**src/rtl/core/drtq_pkg.sv**
```systemverilog
// Shared types and constants for the de-duplicating ring task queue.
package drtq_pkg;

  localparam int unsigned ID_W  = 8;
  localparam int unsigned TAG_W = 32;

  typedef enum logic [1:0] {
    FUNC_ENQ   = 2'd0,
    FUNC_DEQ   = 2'd1,
    FUNC_PEEK  = 2'd2,
    FUNC_CLEAR = 2'd3
  } drtq_func_t;

  typedef enum logic [1:0] {
    ST_DONE  = 2'd0,
    ST_FULL  = 2'd1,
    ST_DUP   = 2'd2,
    ST_EMPTY = 2'd3
  } drtq_status_t;

  typedef enum logic [2:0] {
    S_IDLE,
    S_DECODE,
    S_SCAN,
    S_WRITE,
    S_HREAD,
    S_FIN
  } drtq_state_t;

  typedef struct packed {
    drtq_func_t        func;
    logic [ID_W-1:0]   task_id;
    logic [TAG_W-1:0]  data1_tag;
    logic [TAG_W-1:0]  data2_tag;
  } drtq_in_t;

  typedef struct packed {
    drtq_status_t      status;
    logic              entry_valid;
    logic [ID_W-1:0]   head_task_id;
    logic [TAG_W-1:0]  head_data1;
    logic [TAG_W-1:0]  head_data2;
    logic              now_empty;
  } drtq_out_t;

  // controller -> datapath
  typedef struct packed {
    logic         load;       // capture input beat, scan pointer from head
    logic         rd_first;   // read slot at scan pointer
    logic         scan_step;  // advance scan pointer and read next slot
    logic         tail_wr;    // write entry at tail, advance tail
    logic         head_inc;   // pop head
    logic         head_clr;   // head takes tail
    logic         post;       // load output register
    drtq_status_t code;
    logic         entry;
  } drtq_cmd_t;

  // datapath -> controller
  typedef struct packed {
    drtq_func_t func;
    logic       empty;
    logic       full;
    logic       id_match;
    logic       scan_last;
    logic       out_free;
  } drtq_stat_t;

endpackage

```
**src/rtl/core/drtq_ctrl.sv**
```systemverilog
// Sequencing state machine for the task queue.
module drtq_ctrl (
  input  logic             clk,
  input  logic             rst_n,
  input  logic             in_valid,
  output logic             in_ready,
  input  drtq_pkg::drtq_stat_t stat,
  output drtq_pkg::drtq_cmd_t  cmd
);

  drtq_pkg::drtq_state_t  state_r, state_nxt;
  drtq_pkg::drtq_status_t code_r, code_nxt;
  logic                   entry_r, entry_nxt;

  always_ff @(posedge clk) begin
    if (!rst_n) begin
      state_r <= drtq_pkg::S_IDLE;
      code_r  <= drtq_pkg::ST_DONE;
      entry_r <= 1'b0;
    end else begin
      state_r <= state_nxt;
      code_r  <= code_nxt;
      entry_r <= entry_nxt;
    end
  end

  always_comb begin
    state_nxt = state_r;
    code_nxt  = code_r;
    entry_nxt = entry_r;
    cmd       = '0;
    cmd.code  = code_r;
    cmd.entry = entry_r;
    in_ready  = 1'b0;
    case (state_r)
      drtq_pkg::S_IDLE: begin
        in_ready = 1'b1;
        if (in_valid) begin
          cmd.load  = 1'b1;
          code_nxt  = drtq_pkg::ST_DONE;
          entry_nxt = 1'b0;
          state_nxt = drtq_pkg::S_DECODE;
        end
      end
      drtq_pkg::S_DECODE: begin
        case (stat.func)
          drtq_pkg::FUNC_ENQ: begin
            if (stat.full) begin
              code_nxt  = drtq_pkg::ST_FULL;
              state_nxt = drtq_pkg::S_FIN;
            end else if (stat.empty) begin
              state_nxt = drtq_pkg::S_WRITE;
            end else begin
              cmd.rd_first = 1'b1;
              state_nxt    = drtq_pkg::S_SCAN;
            end
          end
          drtq_pkg::FUNC_DEQ, drtq_pkg::FUNC_PEEK: begin
            if (stat.empty) begin
              code_nxt  = drtq_pkg::ST_EMPTY;
              state_nxt = drtq_pkg::S_FIN;
            end else begin
              cmd.rd_first = 1'b1;
              state_nxt    = drtq_pkg::S_HREAD;
            end
          end
          drtq_pkg::FUNC_CLEAR: begin
            cmd.head_clr = 1'b1;
            state_nxt    = drtq_pkg::S_FIN;
          end
          default: begin
            state_nxt = drtq_pkg::S_FIN;
          end
        endcase
      end
      drtq_pkg::S_SCAN: begin
        if (stat.id_match) begin
          code_nxt  = drtq_pkg::ST_DUP;
          state_nxt = drtq_pkg::S_FIN;
        end else if (stat.scan_last) begin
          state_nxt = drtq_pkg::S_WRITE;
        end else begin
          cmd.scan_step = 1'b1;
        end
      end
      drtq_pkg::S_WRITE: begin
        cmd.tail_wr = 1'b1;
        state_nxt   = drtq_pkg::S_FIN;
      end
      drtq_pkg::S_HREAD: begin
        // read data of head slot is in the RAM output now
        cmd.head_inc = (stat.func == drtq_pkg::FUNC_DEQ);
        entry_nxt    = 1'b1;
        state_nxt    = drtq_pkg::S_FIN;
      end
      drtq_pkg::S_FIN: begin
        if (stat.out_free) begin
          cmd.post  = 1'b1;
          state_nxt = drtq_pkg::S_IDLE;
        end
      end
      default: begin
        state_nxt = drtq_pkg::S_IDLE;
      end
    endcase
  end

  a_entry_only_done: assert property (@(posedge clk) disable iff (!rst_n)
    cmd.post && cmd.entry |-> cmd.code == drtq_pkg::ST_DONE)
    else $error("head entry posted with a failure status");

  a_post_when_free: assert property (@(posedge clk) disable iff (!rst_n)
    cmd.post |-> stat.out_free)
    else $error("result posted over an untaken beat");

  a_write_after_miss: assert property (@(posedge clk) disable iff (!rst_n)
    cmd.tail_wr |-> $past(state_r) == drtq_pkg::S_DECODE ||
                    ($past(state_r) == drtq_pkg::S_SCAN && !$past(stat.id_match)))
    else $error("enqueue written without a clean duplicate scan");

endmodule

```
**config.mk**
```make
export PLATFORM = sky130hd
export DESIGN_NAME = drtq_ctrl
export DESIGN_NICKNAME = d
export VERILOG_FILES = /design/src/rtl/core/drtq_pkg.sv /design/src/rtl/core/drtq_ctrl.sv
export SDC_FILE = /design/constraint.sdc
export NUM_CORES = 1
export LEC_CHECK = 0
export ABC_AREA = 1
export BUFFER_PORTS_ARGS = -buffer_cell sky130_fd_sc_hd__buf_4
export CELL_PAD_IN_SITES_DETAIL_PLACEMENT = 1
export CELL_PAD_IN_SITES_GLOBAL_PLACEMENT = 2
export CORE_MARGIN = 2
export CORE_UTILIZATION = 24
export CTS_CLUSTER_DIAMETER = 100
export DETAILED_ROUTE_END_ITERATION = 8
export PLACE_DENSITY = 0.89
export REMOVE_ABC_BUFFERS = 1
export SLEW_MARGIN = 25
export SYNTH_ARGS = -nofsm -noshare
export SYNTH_HDL_FRONTEND = slang
export SYNTH_SLANG_ARGS = --single-unit
```
**constraint.sdc**
```tcl
create_clock -name clk -period 1.85 [get_ports clk]
set_input_delay 0.185 -clock clk [delete_from_list [all_inputs] [get_ports clk]]
set_output_delay 0.185 -clock clk [all_outputs]
set_load 0.02 [all_outputs]
```
# Word-level counts from Yosys, hierarchy flattened
# Cells that the tools add are included.
# totals
ff_bits	6
in_bits	10
out_inout_bits	11
wordCells	60
# op_classes
n_eq_ne	15
n_mux	33
n_reduce_logical	9
# ops
cell	n
2-to-1 mux 1 bit	18
2-to-1 mux 3 bit	5
one-hot mux 3 bit (5 select lines)	1
inequality test 3 bit, second input constant	3
one-hot mux 3 bit (3 select lines)	1
2-to-1 mux 2 bit	4
== test 3 x 2 -> 1 bit, second input constant	2
== test 3 bit, second input constant	2
inequality test 2 bit, second input constant	3
one-hot mux 2 bit (3 select lines)	1
AND reduction 6 bit	1
== test 2 bit, second input constant	2
one-hot mux 1 bit (2 select lines)	2
one-hot mux 2 bit (2 select lines)	1
OR reduction 2 bit	2
== test 3 x 1 -> 1 bit, second input constant	1
zero test 3 bit	1
inequality test 3 x 1 -> 1 bit, second input constant	1
AND reduction 3 bit	1
nonzero test 3 bit	1
== test 2 x 1 -> 1 bit, second input constant	1
zero test 2 bit	1
AND reduction 2 bit	1
nonzero test 2 bit	1

# Longest topological paths before layout
# Gate-level depths: netlist (run 1).
# logic_depth
word_depth	4
depth_mapped	10

# Worst setup path after synthesis (run 1)
# OpenSTA, ideal clock, no wires.
# synth_path
path_type	register to output
from	reg state_r[0]
to	out cmd[8] (netlist bit)
arrival_ns	1.242
path_slack_ns	0.423
path_stages_with_launch	5
path_cell_list	dfxtp_1 > nand2_2 > nor2_4 > inv_1 > a211oi_1
# synth_lines
element	line_no	text
start: declaration	drtq_ctrl.sv:11	drtq_pkg::drtq_state_t state_r, state_nxt;
start signal: assignment	drtq_ctrl.sv:17	state_r <= drtq_pkg::S_IDLE;
start signal: assignment	drtq_ctrl.sv:21	state_r <= state_nxt;
end: declaration	drtq_ctrl.sv:8	output drtq_pkg::drtq_cmd_t cmd

==> results_dict.tcl, run 1 <==
set metrics [dict create \
    yosysSeqAreaShare_pct 22.9 \
    cts_buffers 3 \
    antenna_cells 0 \
    cts_tree "yes" \
    cts_hold_buf 0 \
    r2r_cells 7 \
    cts_buffer_depth 2 \
    min_path_type "input port to flip-flop" \
    fin_worst_skew_ns 0.00139 \
    max_freq_mhz 632 \
    setup_viol 0 \
    grt_pass1_vias 575 \
    drt-total-wl_um 1410 \
    worst_pin_slew_ns 0.252 \
    critPathKind "flip-flop to primary output" \
    drive_gt1_share_pct 25.9 \
    endpoint_kind "primary output" \
    htree_levels 1 \
    relSlewSlack_pct 83.1 \
    finalMaxSlewViolations 0 \
    final-hold-violation-count 0 \
    chipWidth_um 50.8 \
    wl_per_cell_um 10.4 \
    num_vias 573 \
    ant_nets 0 \
    cts.clk_slew.worst_paths_ns 0.04 \
    gp_congestion 0.778 \
    io_pins 21 \
    io_buffer_count 20 \
    synthTopCellsByArea "dfxtp_1, inv_1, nor2_1" \
    holdPathStages 3 \
    finalSetupTns_ns 0 \
    status "completed" \
    drv_cap 0 \
    ir_drop_uv 505 \
    fin_crit_ns 1.58 \
    required_ns 1.66 \
    synth_cell_types 16 \
    post_dp_cell_area_um2 702 \
    drcViolationCount 0 \
    final_area_um2 724 \
    antenna_found_initial 0 \
    syn-cell-area_um2 526 \
    dieArea_um2 2580 \
    synthXorXnorAreaFrac_pct 0 \
    synth.area.mux_share_pct 0 \
    powerDensity_nw_per_um2 757 \
    layout_common_cells "inv_1, buf_4, nor2_1" \
    synth.avg_cell_area_um2 6.11 \
    synth_top_area_share_pct 22.9 \
    post-cts-setup-buffer-count 0 \
    synth_top_family_by_area "simple AND/OR/NAND/NOR gates" \
    clkLatencyLatePin_ns 0.23 \
    postCtsResizedCells 0 \
    synthAdderAreaFrac_pct 11.9 \
    grt_overflow 0 \
    first_iter_violations 6 \
    rows 16 \
    synth_top_area_cell "dfxtp_1" \
    ys_ff_latch 6 \
    viasPerCell 4.24 \
    cts.sinks 6 \
    utilization_pct 35.8 \
    grt_max_degree 8 \
    fin_nets 125 \
    syn2layout_area_growth_pct 37.9 \
    arrival_ns 1.40 \
    grt_pass1_wl_um 2560 \
    die_h_um 50.8 \
    root_buffer "clkbuf_4" \
    coreArea_um2 2020 \
    place_hpwl_um 1200 \
    netlist_instances 86 \
    finalCritPeriodShare_pct 85.6 \
    synthSimpleGateAreaFrac_pct 36.2 \
    rsz0062_at_grt "no" \
    cp-start-kind "flip-flop" \
    leakage_nw 0.392 \
    drt_pass1_iterations 4 \
    cp_max_fo 7 \
    yosysWarnings 0 \
    synth_compound_area_share_pct 13.3 \
    start_util_pct 26.0 \
    grt.total_usage_pct 13.0 \
]
==> logic make-up after synthesis <==
family,count (synthesis)
AND/OR/NAND/NOR,41
flip-flops,6
adder cells (fa/ha/maj),5
AO/OA/AOI/OAI,13
buffers and inverters,21
==> worst paths after layout <==
check | from | endpoint | slack [ns]
min reg2reg | entry_r | entry_r | 0.48
min | rst_n | code_r[1] | 0.21
max | state_r[0] | cmd[8] | 0.27
max reg2reg | state_r[2] | code_r[0] | 0.61
==> flip-flops by register name, summed over array words and instances, names as in the netlist <==
signal   cells
entry_r      1
state_r      3
code_r       2
==> final cells by class <==
class	count	area, µm²
fill	280	1300
multi-input combinational	59	323
timing repair buffer	20	150
sequential	6	120
inverter	20	75.1
tap	27	33.8
clock buffer	3	22.5
==> worst max-delay path, cell delays in order, from the launching register on <==
cell	delay, ns
dfxtp_1	0.43
nand2_2	0.14
nor2_4	0.16
inv_1	0.09
a211oi_1	0.17
buf_4	0.17
==> power breakdown <==
group          internal, W  switching, W  total [W]
clock            0.0000730     0.0000412   0.000114
combinational     0.000102      0.000158   0.000261
sequential        0.000152     0.0000215   0.000173
total             0.000327      0.000221   0.000549
==> per-stage QoR <==
stage,power [W],setup slack [ns],hold WS [ns],std cells
detailed placement,0.000439,0.443,0.451,132
finish,0.000549,0.267,0.207,135
global route,0.000604,0.153,0.205,135
floorplan,0.000341,0.423,0.306,85
global placement,0.000437,0.443,0.451,132
CTS,0.000559,0.258,0.200,135
==> Yosys cell counts, drive strengths merged <==
cell     n
inv     20
nor2    18
nand2   12
nand3    9
a21oi    7
dfxtp    6
ha       5
o21ai    4
nor3     2
a211oi   1
buf      1
o211ai   1
==> routing by layer <==
metal | vias to the layer above | track usage [%] | part of all wire, %
met3 | 2 | 1.79 | 3.6
li1 | 311 | - | -
met5 | - | 0 | 0
met1 | 248 | 18.8 | 53
met2 | 12 | 19.7 | 42
met4 | 0 | 4.05 | 1.1
Note: power is estimated with default switching activity, not from simulation.
==> inputs of run 2 (changes only) <==
==> constraint.sdc (replaced) <==
create_clock -name clk -period 1.85 [get_ports clk]
set_input_delay 0.0925 -clock clk [delete_from_list [all_inputs] [get_ports clk]]
set_output_delay 0.0925 -clock clk [all_outputs]
set_load 0.02 [all_outputs]
==> run 2 against run 1 <==
Register-to-register slack hardly changed. Maximum frequency is 3.3% higher. Highest routed layer unchanged. Global-route usage is 0.062 points higher. Clock power is 6% higher. First-iteration DRC count is 33% lower. Hold slack worse by 0.11 ns. Critical path depth stayed put. Sequential power hardly changed. Count of clock-buffer cells in the layout stayed put. Core utilization stayed put. Sequential share of layout area stayed put. Critical path type unchanged.
==> results_dict.tcl, run 2 (synthesized netlist as in run 1, its figures left out) <==
set metrics [dict create \
    cp-start-kind "flip-flop" \
    max_freq_mhz 652 \
    die_h_um 50.8 \
    min_path_type "input port to flip-flop" \
    cts.clk_slew.worst_paths_ns 0.04 \
    cp_max_fo 7 \
    met2WireLength_um 703 \
    wl_met3_um 47 \
    grt_pass1_wl_um 2550 \
    fin_worst_skew_ns 0.00117 \
    grt_overflow 0 \
    met1_length_um 677 \
    powerDensity_nw_per_um2 766 \
    setup_viol 0 \
    antenna_cells 0 \
    antenna_found_initial 0 \
    rsz0062_at_grt "no" \
    clkLatencyLatePin_ns 0.25 \
    fin_crit_ns 1.53 \
    grt_pass1_vias 591 \
    relSlewSlack_pct 84.3 \
    worstSetupStartpoint "state_r[0]" \
    gp_congestion 0.793 \
    max_flop_register "state_r" \
    syn2layout_area_growth_pct 37.9 \
    place_hpwl_um 1250 \
    wl_per_cell_um 10.7 \
    largest_register_ff_count 3 \
    io_buffer_count 20 \
    drcViolationCount 0 \
    endpoint_kind "primary output" \
    reg_top3 "state_r (3), code_r (2), entry_r (1)" \
    ir_drop_uv 330 \
    drt_pass1_iterations 4 \
    cts_buffer_depth 2 \
    status "completed" \
    cts.sinks 6 \
    final-hold-violation-count 0 \
    multi_input_area_um2 323 \
    worst_r2r_startpoint "state_r[2]" \
    start_util_pct 26.0 \
    arrival_ns 1.44 \
    chipWidth_um 50.8 \
    leakage_nw 0.392 \
    hold_start "rst_n" \
    fill_cells 277 \
    root_buffer "clkbuf_4" \
    slowest_stage "dfxtp_1" \
    drv_cap 0 \
    seq_area_um2 120 \
    cp_slowest_stage_delay_ns 0.44 \
    ant_nets 0 \
    drt-total-wl_um 1440 \
    coreArea_um2 2020 \
    first_iter_violations 4 \
    drive_gt1_share_pct 25.9 \
    fin_nets 125 \
    grt_max_degree 8 \
    post-cts-setup-buffer-count 0 \
    cts_hold_buf 0 \
    worst_pin_slew_ns 0.235 \
    required_ns 1.76 \
    num_vias 600 \
    cts_buffers 3 \
    viasPerCell 4.44 \
    top_layer "met4" \
    whs_ns 0.100 \
    finalSetupTns_ns 0 \
    cts_tree "yes" \
    postCtsResizedCells 0 \
    dieArea_um2 2580 \
    finalMaxSlewViolations 0 \
    io_pins 21 \
    rows 16 \
    grt.total_usage_pct 13.1 \
    finalCritPeriodShare_pct 82.9 \
    critPathKind "flip-flop to primary output" \
    htree_levels 1 \
    path_cells "nand2_2 > nor2_4 > inv_1 > a211oi_1 > buf_4" \
    layout_common_cells "inv_1, buf_4, nor2_1" \
]
run 2: worst paths after layout:
check                           slack (ns)  cells past startpoint   endpoint
worst min register to register        0.47                      2    entry_r
worst min-delay path                  0.10                      3  code_r[1]
worst max register to register        0.62                      7  code_r[1]
worst max-delay path                  0.32                      5     cmd[8]
run 2: area by class of cell:
class                   count  area share, %
multi-input cells          59           44.6
repair buffers             20           20.7
flip-flops and latches      6           16.6
inverters                  20           10.4
well taps                  27           4.66
clock buffers               3           3.11
run 2: per-stage QoR:
step                      utilization, %  worst slack, ns  power [W]  std cells  area [µm²]
after floorplan                        -            0.515   0.000341         85         518
after CTS                           35.8            0.286   0.000568        135         724
final                               35.8            0.317   0.000555        135         724
after detailed placement            34.7            0.554   0.000441        132         702
after global routing                35.8            0.182   0.000609        135         724
after global placement              34.7            0.570   0.000438        132         702
run 2: critical path: cells and delay by family, from the launching register on:
family          cells  cell delay (ns)
buf+inv             2             0.28
flops               1             0.44
compound gates      1             0.18
simple gates        2             0.30
run 2: metal layers:
metal,global-route usage (%),vias to the layer above
met2,21.3,14
met3,2.68,2
met1,16.7,272
met4,5.41,0
met5,0,-
li1,-,312
run 2: report_power, final:
group	total [W]	leakage (nW)	internal [W]	switching [W]
Clock	0.000121	0.0138	0.0000734	0.0000474
Sequential	0.000174	0.0494	0.000152	0.0000223
Combinational	0.000260	0.329	0.000102	0.000157
Total	0.000555	0.392	0.000328	0.000227
